**config.mk**
```make
export PLATFORM = sky130hd
export DESIGN_NAME = fsk_phase_discriminator_unit
export DESIGN_NICKNAME = d
export VERILOG_FILES = /design/src/fpd_pkg.sv /design/src/fpd_serial_cmul.sv /design/src/fpd_cordic.sv /design/src/fsk_phase_discriminator_unit.sv
export SDC_FILE = /design/constraint.sdc
export NUM_CORES = 1
export LEC_CHECK = 0
export ABC_AREA = 1
export BUFFER_PORTS_ARGS = -buffer_cell sky130_fd_sc_hd__buf_2
export CAP_MARGIN = 10
export CORE_ASPECT_RATIO = 0.9
export CORE_MARGIN = 8
export CORE_UTILIZATION = 59
export DETAILED_ROUTE_END_ITERATION = 6
export PLACE_DENSITY = 0.87
export SLEW_MARGIN = 40
export SYNTH_ARGS = -nofsm -noshare
export SYNTH_HDL_FRONTEND = slang
export SYNTH_SLANG_ARGS = --single-unit
```
**constraint.sdc**
```tcl
create_clock -name clk -period 5 [get_ports clk]
set_input_delay 0.75 -clock clk [delete_from_list [all_inputs] [get_ports clk]]
set_output_delay 0.75 -clock clk [all_outputs]
set_load 0.01 [all_outputs]
```
**src/fpd_pkg.sv**
```systemverilog
// Shared constants, state type and arctangent table for the FSK phase discriminator.
`default_nettype none

package fpd_pkg;

  localparam int SAMPLE_WIDTH_DEF = 16;
  localparam int CORDIC_STEPS_DEF = 16;

  // threshold register width and angle accumulator width
  localparam int THR_W  = 17;
  localparam int ZW     = 18;
  localparam int TBL_IW = 5;

  localparam logic signed [ZW-1:0] Z_PI      = ZW'(32768);
  localparam logic signed [ZW-1:0] Z_HALF_PI = ZW'(16384);
  localparam logic signed [ZW-1:0] Z_TWO_PI  = ZW'(65536);

  typedef enum logic [1:0] {
    ST_IDLE,
    ST_MUL,
    ST_ROT,
    ST_DONE
  } fpd_state_t;

  // atan(2^-k) scaled so that 32768 is pi, rounded to nearest
  function automatic logic signed [ZW-1:0] atan_lut(input logic [TBL_IW-1:0] k);
    logic signed [ZW-1:0] t;
    case (k)
      5'd0:    t = ZW'(8192);
      5'd1:    t = ZW'(4836);
      5'd2:    t = ZW'(2555);
      5'd3:    t = ZW'(1297);
      5'd4:    t = ZW'(651);
      5'd5:    t = ZW'(326);
      5'd6:    t = ZW'(163);
      5'd7:    t = ZW'(81);
      5'd8:    t = ZW'(41);
      5'd9:    t = ZW'(20);
      5'd10:   t = ZW'(10);
      5'd11:   t = ZW'(5);
      5'd12:   t = ZW'(3);
      5'd13:   t = ZW'(1);
      5'd14:   t = ZW'(1);
      default: t = '0;
    endcase
    return t;
  endfunction

endpackage

`default_nettype wire

```
**src/fpd_serial_cmul.sv**
```systemverilog
// Bit-serial multiplier: current sample times the conjugate of the previous one.
`default_nettype none

module fpd_serial_cmul #(
  parameter int SAMPLE_WIDTH = fpd_pkg::SAMPLE_WIDTH_DEF
) (
  input  logic                           clk,
  input  logic                           rst,
  input  logic                           start,
  input  logic signed [SAMPLE_WIDTH-1:0] cur_i,
  input  logic signed [SAMPLE_WIDTH-1:0] cur_q,
  input  logic signed [SAMPLE_WIDTH-1:0] prev_i,
  input  logic signed [SAMPLE_WIDTH-1:0] prev_q,
  output logic signed [2*SAMPLE_WIDTH:0] re,
  output logic signed [2*SAMPLE_WIDTH:0] im,
  output logic                           done
);
  import fpd_pkg::*;

  localparam int W  = SAMPLE_WIDTH;
  localparam int AW = 2 * SAMPLE_WIDTH + 1;
  localparam int CW = $clog2(SAMPLE_WIDTH);

  logic [W-1:0]          sh_i;
  logic [W-1:0]          sh_q;
  logic signed [W-1:0]   op_i;
  logic signed [W-1:0]   op_q;
  logic signed [AW-1:0]  acc_re;
  logic signed [AW-1:0]  acc_im;
  logic [CW-1:0]         cnt;
  logic                  busy;

  logic signed [AW-1:0]  pi_x;
  logic signed [AW-1:0]  pq_x;
  logic signed [AW-1:0]  term_re;
  logic signed [AW-1:0]  term_im;
  logic signed [AW-1:0]  re_next;
  logic signed [AW-1:0]  im_next;

  assign pi_x = AW'(op_i);
  assign pq_x = AW'(op_q);

  // one bit of I and Q each cycle, most significant first
  always_comb begin
    term_re = (sh_i[W-1] ? pi_x : '0) + (sh_q[W-1] ? pq_x : '0);
    term_im = (sh_q[W-1] ? pi_x : '0) - (sh_i[W-1] ? pq_x : '0);
    if (cnt == '0) begin
      // sign bit carries negative weight
      re_next = -term_re;
      im_next = -term_im;
    end else begin
      re_next = (acc_re <<< 1) + term_re;
      im_next = (acc_im <<< 1) + term_im;
    end
  end

  always_ff @(posedge clk) begin
    if (rst) begin
      busy <= 1'b0;
      done <= 1'b0;
      cnt  <= '0;
    end else begin
      done <= 1'b0;
      if (start) begin
        busy <= 1'b1;
        cnt  <= '0;
      end else if (busy) begin
        cnt <= cnt + 1'b1;
        if (cnt == CW'(W - 1)) begin
          busy <= 1'b0;
          done <= 1'b1;
        end
      end
    end
  end

  always_ff @(posedge clk) begin
    if (start) begin
      sh_i <= cur_i;
      sh_q <= cur_q;
      op_i <= prev_i;
      op_q <= prev_q;
    end else if (busy) begin
      sh_i   <= {sh_i[W-2:0], 1'b0};
      sh_q   <= {sh_q[W-2:0], 1'b0};
      acc_re <= re_next;
      acc_im <= im_next;
    end
  end

  assign re = acc_re;
  assign im = acc_im;

`ifndef NO_ASSERTIONS
  a_start_idle: assert property (@(posedge clk) disable iff (rst) start |-> !busy)
    else $error("multiplier started while busy");
  a_done_idle: assert property (@(posedge clk) disable iff (rst) done |-> !busy)
    else $error("multiplier done while still busy");
  a_cnt_range: assert property (@(posedge clk) disable iff (rst)
    busy |-> (cnt <= CW'(W - 1)))
    else $error("multiplier bit count out of range");
`endif

endmodule

`default_nettype wire

```
**src/fpd_cordic.sv**
```systemverilog
// Iterative vectoring CORDIC giving the angle of the product word.
`default_nettype none

module fpd_cordic #(
  parameter int SAMPLE_WIDTH = fpd_pkg::SAMPLE_WIDTH_DEF,
  parameter int CORDIC_STEPS = fpd_pkg::CORDIC_STEPS_DEF
) (
  input  logic                             clk,
  input  logic                             rst,
  input  logic                             start,
  input  logic signed [2*SAMPLE_WIDTH:0]   re,
  input  logic signed [2*SAMPLE_WIDTH:0]   im,
  output logic signed [fpd_pkg::ZW-1:0]    angle,
  output logic                             done
);
  import fpd_pkg::*;

  localparam int XW = 2 * SAMPLE_WIDTH + 3;
  localparam int KW = $clog2(CORDIC_STEPS);

  logic signed [XW-1:0] x;
  logic signed [XW-1:0] y;
  logic signed [ZW-1:0] z;
  logic [KW-1:0]        k;
  logic                 busy;

  logic signed [XW-1:0] xs;
  logic signed [XW-1:0] ys;
  logic signed [XW-1:0] re_x;
  logic signed [XW-1:0] im_x;
  logic signed [ZW-1:0] t;
  logic                 axis;

  assign re_x = XW'(re);
  assign im_x = XW'(im);
  assign xs   = x >>> k;
  assign ys   = y >>> k;
  assign t    = atan_lut(TBL_IW'(k));
  // zero product and axis vectors skip the iterations
  assign axis = (im == '0) || (re == '0);

  always_ff @(posedge clk) begin
    if (rst) begin
      busy <= 1'b0;
      done <= 1'b0;
      k    <= '0;
    end else begin
      done <= 1'b0;
      if (start) begin
        k    <= '0;
        busy <= !axis;
        done <= axis;
      end else if (busy) begin
        k <= k + 1'b1;
        if (k == KW'(CORDIC_STEPS - 1)) begin
          busy <= 1'b0;
          done <= 1'b1;
        end
      end
    end
  end

  always_ff @(posedge clk) begin
    if (start) begin
      if (im == '0) begin
        z <= (re < 0) ? Z_PI : '0;
      end else if (re == '0) begin
        z <= (im > 0) ? Z_HALF_PI : -Z_HALF_PI;
      end else if (re < 0) begin
        // rotate the left half-plane by pi first
        x <= -re_x;
        y <= -im_x;
        z <= (im > 0) ? Z_PI : -Z_PI;
      end else begin
        x <= re_x;
        y <= im_x;
        z <= '0;
      end
    end else if (busy) begin
      if (y >= 0) begin
        x <= x + ys;
        y <= y - xs;
        z <= z + t;
      end else begin
        x <= x - ys;
        y <= y + xs;
        z <= z - t;
      end
    end
  end

  // fold back into (-pi, pi]
  always_comb begin
    if (z > Z_PI) begin
      angle = z - Z_TWO_PI;
    end else if (z <= -Z_PI) begin
      angle = z + Z_TWO_PI;
    end else begin
      angle = z;
    end
  end

`ifndef NO_ASSERTIONS
  a_start_idle: assert property (@(posedge clk) disable iff (rst) start |-> !busy)
    else $error("rotator started while busy");
  a_done_idle: assert property (@(posedge clk) disable iff (rst) done |-> !busy)
    else $error("rotator done while still busy");
  a_step_range: assert property (@(posedge clk) disable iff (rst)
    busy |-> (k <= KW'(CORDIC_STEPS - 1)))
    else $error("rotator step count out of range");
`endif

endmodule

`default_nettype wire

```
**src/fsk_phase_discriminator_unit.sv**
```systemverilog
// FSK quadrature discriminator: phase step per sample sliced against a threshold.
//
// Input channel: sample_i / sample_q with in_valid, in_stall. A word is taken
// when in_valid is high and in_stall low. Output channel: bit_out with
// out_valid, out_stall; one bit per sample, 1 when the phase step between this
// sample and the last is at or above threshold_angle (32768 = pi).
// Configuration: threshold_angle with cfg_valid, cfg_ready; cfg_ready is always
// high. Write only while no sample is in flight.
// Flow: a word is multiplied by the conjugate of the previous one, one bit per
// cycle, then rotated by the CORDIC, one step per cycle (skipped for zero or
// axis products), and its bit is then loaded into the output register. in_stall
// stays high from acceptance until that load, so the block takes no new sample
// before the bit of the last one is loaded; the serial multiplier and the
// single CORDIC stage set the pace.
// The output register lets the next sample be taken while a bit still waits;
// a stalled bit holds until taken, and the block then waits before overwriting.
// Reset (rst, synchronous): stored previous sample and threshold go to zero, so
// the first sample after reset gives a zero product and angle 0.
`default_nettype none

module fsk_phase_discriminator_unit #(
  parameter int SAMPLE_WIDTH = fpd_pkg::SAMPLE_WIDTH_DEF,
  parameter int CORDIC_STEPS = fpd_pkg::CORDIC_STEPS_DEF
) (
  input  logic                              clk,
  input  logic                              rst,
  input  logic                              in_valid,
  output logic                              in_stall,
  input  logic signed [SAMPLE_WIDTH-1:0]    sample_i,
  input  logic signed [SAMPLE_WIDTH-1:0]    sample_q,
  output logic                              out_valid,
  input  logic                              out_stall,
  output logic                              bit_out,
  input  logic                              cfg_valid,
  output logic                              cfg_ready,
  input  logic signed [fpd_pkg::THR_W-1:0]  threshold_angle
);
  import fpd_pkg::*;

  fpd_state_t state;
  fpd_state_t state_next;

  logic signed [SAMPLE_WIDTH-1:0] prev_i;
  logic signed [SAMPLE_WIDTH-1:0] prev_q;
  logic signed [THR_W-1:0]        thr;

  logic                           accept;
  logic                           mul_done;
  logic                           rot_done;
  logic                           out_load;
  logic signed [2*SAMPLE_WIDTH:0] prod_re;
  logic signed [2*SAMPLE_WIDTH:0] prod_im;
  logic signed [ZW-1:0]           angle;

  assign cfg_ready = 1'b1;
  assign in_stall  = (state != ST_IDLE);
  assign accept    = in_valid && !in_stall;
  assign out_load  = (state == ST_DONE) && (!out_valid || !out_stall);

  fpd_serial_cmul #(
    .SAMPLE_WIDTH(SAMPLE_WIDTH)
  ) u_cmul (
    .clk   (clk),
    .rst   (rst),
    .start (accept),
    .cur_i (sample_i),
    .cur_q (sample_q),
    .prev_i(prev_i),
    .prev_q(prev_q),
    .re    (prod_re),
    .im    (prod_im),
    .done  (mul_done)
  );

  fpd_cordic #(
    .SAMPLE_WIDTH(SAMPLE_WIDTH),
    .CORDIC_STEPS(CORDIC_STEPS)
  ) u_cordic (
    .clk  (clk),
    .rst  (rst),
    .start(mul_done),
    .re   (prod_re),
    .im   (prod_im),
    .angle(angle),
    .done (rot_done)
  );

  always_ff @(posedge clk) begin
    if (rst) begin
      state <= ST_IDLE;
    end else begin
      state <= state_next;
    end
  end

  always_comb begin
    state_next = state;
    case (state)
      ST_IDLE: begin
        if (accept) state_next = ST_MUL;
      end
      ST_MUL: begin
        if (mul_done) state_next = ST_ROT;
      end
      ST_ROT: begin
        if (rot_done) state_next = ST_DONE;
      end
      ST_DONE: begin
        if (out_load) state_next = ST_IDLE;
      end
      default: state_next = ST_IDLE;
    endcase
  end

  // the multiplier latches the old sample on the same edge
  always_ff @(posedge clk) begin
    if (rst) begin
      prev_i <= '0;
      prev_q <= '0;
    end else if (accept) begin
      prev_i <= sample_i;
      prev_q <= sample_q;
    end
  end

  always_ff @(posedge clk) begin
    if (rst) begin
      thr <= '0;
    end else if (cfg_valid && cfg_ready) begin
      thr <= threshold_angle;
    end
  end

  always_ff @(posedge clk) begin
    if (rst) begin
      out_valid <= 1'b0;
    end else if (out_load) begin
      out_valid <= 1'b1;
    end else if (out_valid && !out_stall) begin
      out_valid <= 1'b0;
    end
  end

  always_ff @(posedge clk) begin
    if (out_load) begin
      bit_out <= (angle >= ZW'(thr));
    end
  end

`ifndef NO_ASSERTIONS
  a_accept_mul: assert property (@(posedge clk) disable iff (rst)
    accept |=> (state == ST_MUL))
    else $error("accepted word did not start the multiplier");
  a_mul_done_state: assert property (@(posedge clk) disable iff (rst)
    mul_done |-> (state == ST_MUL))
    else $error("multiplier finished outside its phase");
  a_rot_done_state: assert property (@(posedge clk) disable iff (rst)
    rot_done |-> (state == ST_ROT))
    else $error("rotator finished outside its phase");
`endif

endmodule

`default_nettype wire

```
==> flow_metrics.tcl <==
set metrics [dict create \
    grt_overflow_total 0 \
    avgSynthCellArea_um2 6.59 \
    area_growth_pct 8.12 \
    synthArstFlopShare 0 \
    final_area_um2 32200 \
    p_sw_frac 0.501 \
    yosysSeqAreaShare 0.273 \
    fp-row-count 78 \
    post-dp-hpwl_mm 67.3 \
    p_int_mw 9.17 \
    core_um2 50200 \
    finalHoldViolCount 0 \
    syn_area_um2 29800 \
    max-cap-violations 0 \
    start_util 0.594 \
    relSlewSlack 0.444 \
    p_switching_mw 9.19 \
    hold-path-cell-count 3 \
    skew_ns 0.0518 \
    clk_latency_ns 0.60 \
    grt_max_degree 83 \
    fin_hold_ws_ns 0.399 \
    required_ns 5.33 \
    die_h_um 229 \
    grt_pass1_vias 27973 \
    ant_nets 0 \
    clkPwrFrac 0.160 \
    grt_pass1_wl_mm 142 \
    fin_setup_tns_ns 0 \
    cts-htree-levels 2 \
    setup_viol_count_final 0 \
    power_density_nw_per_um2 570 \
    combinationalPowerShare 0.622 \
    synth_ff_type "edfxtp_1" \
    cts_sinks 297 \
    gp_congestion 1.01 \
    crit_arrival_ns 5.02 \
    synth-edff-count 219 \
    antenna_found_initial 0 \
    cp-end-kind "flop" \
    cp-start-kind "flop" \
    antenna-diode-count 0 \
    period_share 0.938 \
    critical_path_class "reg2reg" \
    syn-num-nets 4814 \
    portBuffers 56 \
    ys_ff_latch 297 \
    worstHoldStart "threshold_angle[0]" \
    fin_ws_ns 0.309 \
    worstMarginPinSlew_ns 0.834 \
    fin_util 0.643 \
    seqPwrFrac 0.217 \
    slew_viol_final 0 \
    drc 0 \
    irDropWorstVdd_uv 521 \
    initialDrtViolationCount 3495 \
    fmax_ghz 0.213 \
    pre_cts_ws_ns 0.282 \
    syn_inst 4523 \
    whs_endpoint "thr[0]" \
    fin_nets 4833 \
    r2r-start "u_cmul.sh_q[15]" \
    r2r-end "u_cmul.im[27]" \
    synth.area.top_cells "edfxtp_1, nand2_1, ha_1" \
    post_dp_cell_area_um2 30800 \
    grt.total_usage 0.293 \
    cts_hold_buf 0 \
    avgRoutedWirePerCell_um 16.9 \
    synth.most_common_cell "nand2_1" \
    cts_buffer_depth 3 \
    yosysUniqueCellTypes 63 \
    yosys-top-cells-count "nand2_1, nand3_1, inv_1" \
    cp_max_fo 27 \
    dieArea_um2 58000 \
    status "complete, no violations" \
    vias_per_cell 5.97 \
    num_vias 31358 \
    wirelength_mm 88.9 \
    power.leakage_nw 15.0 \
    cts_tree "built" \
    cts.reportedPaths.clkPinSlew_ns 0.07 \
    yosys.area.top_type "edfxtp_1" \
    ys_warn_count 0 \
    io_pins 58 \
    root_buffer "clkbuf_16" \
    dr.pass1.iters 7 \
    reg2reg_depth 22 \
    drive_gt1_frac 0.0611 \
    cts_buffers 37 \
    min_period_ns 4.69 \
    synth_top_cell_area_share 0.221 \
    r2r_slack_ns 0.31 \
    die_x_um 253 \
    worst_hold_path_type "in2reg" \
]
state kept, by name, indices dropped and copies added (netlist names), 17 cells and up:
register    cells
u_cordic.x     35
u_cordic.z     18
thr            17
u_cmul.im      33
u_cordic.y     35
u_cmul.re      33
layout make-up:
type | count | area, um^2
clock buffer | 42 | 996
clock inverter | 25 | 339
fill | 4569 | 17900
inverter | 479 | 1810
multi-input combinational | 3612 | 19300
sequential | 297 | 8140
tap | 680 | 851
timing repair buffer | 115 | 837
how the worst max path moves through the flow:
stage,cells past startpoint,slack [ns],endpoint,start
after global routing,25,-0.004,u_cmul.re[32],u_cmul.sh_i[15]
after detailed placement,22,0.28,u_cmul.im[27],u_cmul.sh_i[15]
after global placement,22,0.41,u_cmul.im[27],u_cmul.sh_i[15]
final,22,0.31,u_cmul.im[27],u_cmul.sh_q[15]
after CTS,22,0.23,u_cmul.im[27],u_cmul.sh_i[15]
after floorplan,4,0.15,u_cmul.im[0],in_valid
per-layer routing:
| metal | share of wire | wire (um) | up-vias | GRT usage |
|---|---|---|---|---|
| li1 | - | - | 15410 | - |
| met1 | 0.43 | 38500 | 14156 | 0.411 |
| met2 | 0.43 | 38300 | 1569 | 0.451 |
| met3 | 0.096 | 8520 | 223 | 0.0419 |
| met4 | 0.039 | 3480 | 0 | 0.112 |
| met5 | 0 | 0 | - | 0 |
cell families (layout without fill, tap and decap cells):
logic type	Yosys count	after routing	share of synthesized area
xor gates and xnor gates	135	135	0.0402
and+or+nand+nor	2328	2328	0.333
other	1	1	0.000126
buffers and inverters	614	661	0.0820
DFF	297	297	0.273
AOI/OAI and AO/OA	911	911	0.170
adders and majority gates	237	237	0.102
power groups by stage:
stage / combinational [mW] / sequential (mW) / clock, mW
after detailed placement: 10.9 / 4.01 / 0
after floorplan: 8.45 / 3.80 / 0
final: 11.4 / 3.99 / 2.94
after global placement: 10.7 / 3.99 / 0
after global routing: 12.7 / 4.02 / 3.06
after CTS: 11.1 / 3.97 / 2.98
per-stage QoR:
| step | power, mW | instances |
|---|---|---|
| floorplan | 12.3 | 4523 |
| global placement | 14.7 | 5177 |
| detailed placement | 14.9 | 5178 |
| CTS | 18.0 | 5245 |
| global route | 19.8 | 5250 |
| finish | 18.4 | 5250 |
repair_timing:
item,4_1_cts,5_1_grt
buffers inserted,0,5
gates resized for setup,0,9
setup endpoints to repair,0,14
cell usage in the layout (no fill, tap or decap), drive strengths merged, types with 23 or more instances in the layout:
master,count
nor3,74
dfxtp,78
a21oi,374
xor2,78
edfxtp,219
buf,114
nand2,1252
nand4,59
o22ai,23
o21ai,358
nand3,477
nor2,405
inv,478
a31oi,26
xnor2,57
ha,226
clkbuf,43
worst max-delay path: stages (launching register included):
cell	delay, ns
edfxtp_1	0.49
buf_4	0.27
nand2_1	0.08
inv_1	0.04
ha_1	0.38
nand2_1	0.17
inv_1	0.05
nand2_1	0.06
nand2_1	0.07
a21oi_1	0.25
nand2_1	0.11
nand2_1	0.12
nand2_1	0.08
fa_1	0.56
ha_2	0.44
nand2_1	0.10
nor2_1	0.24
inv_1	0.07
o21a_1	0.19
o311ai_1	0.35
a21oi_1	0.11
o21ai_0	0.11
nand2_1	0.07
(Power assumes the default switching activity.)
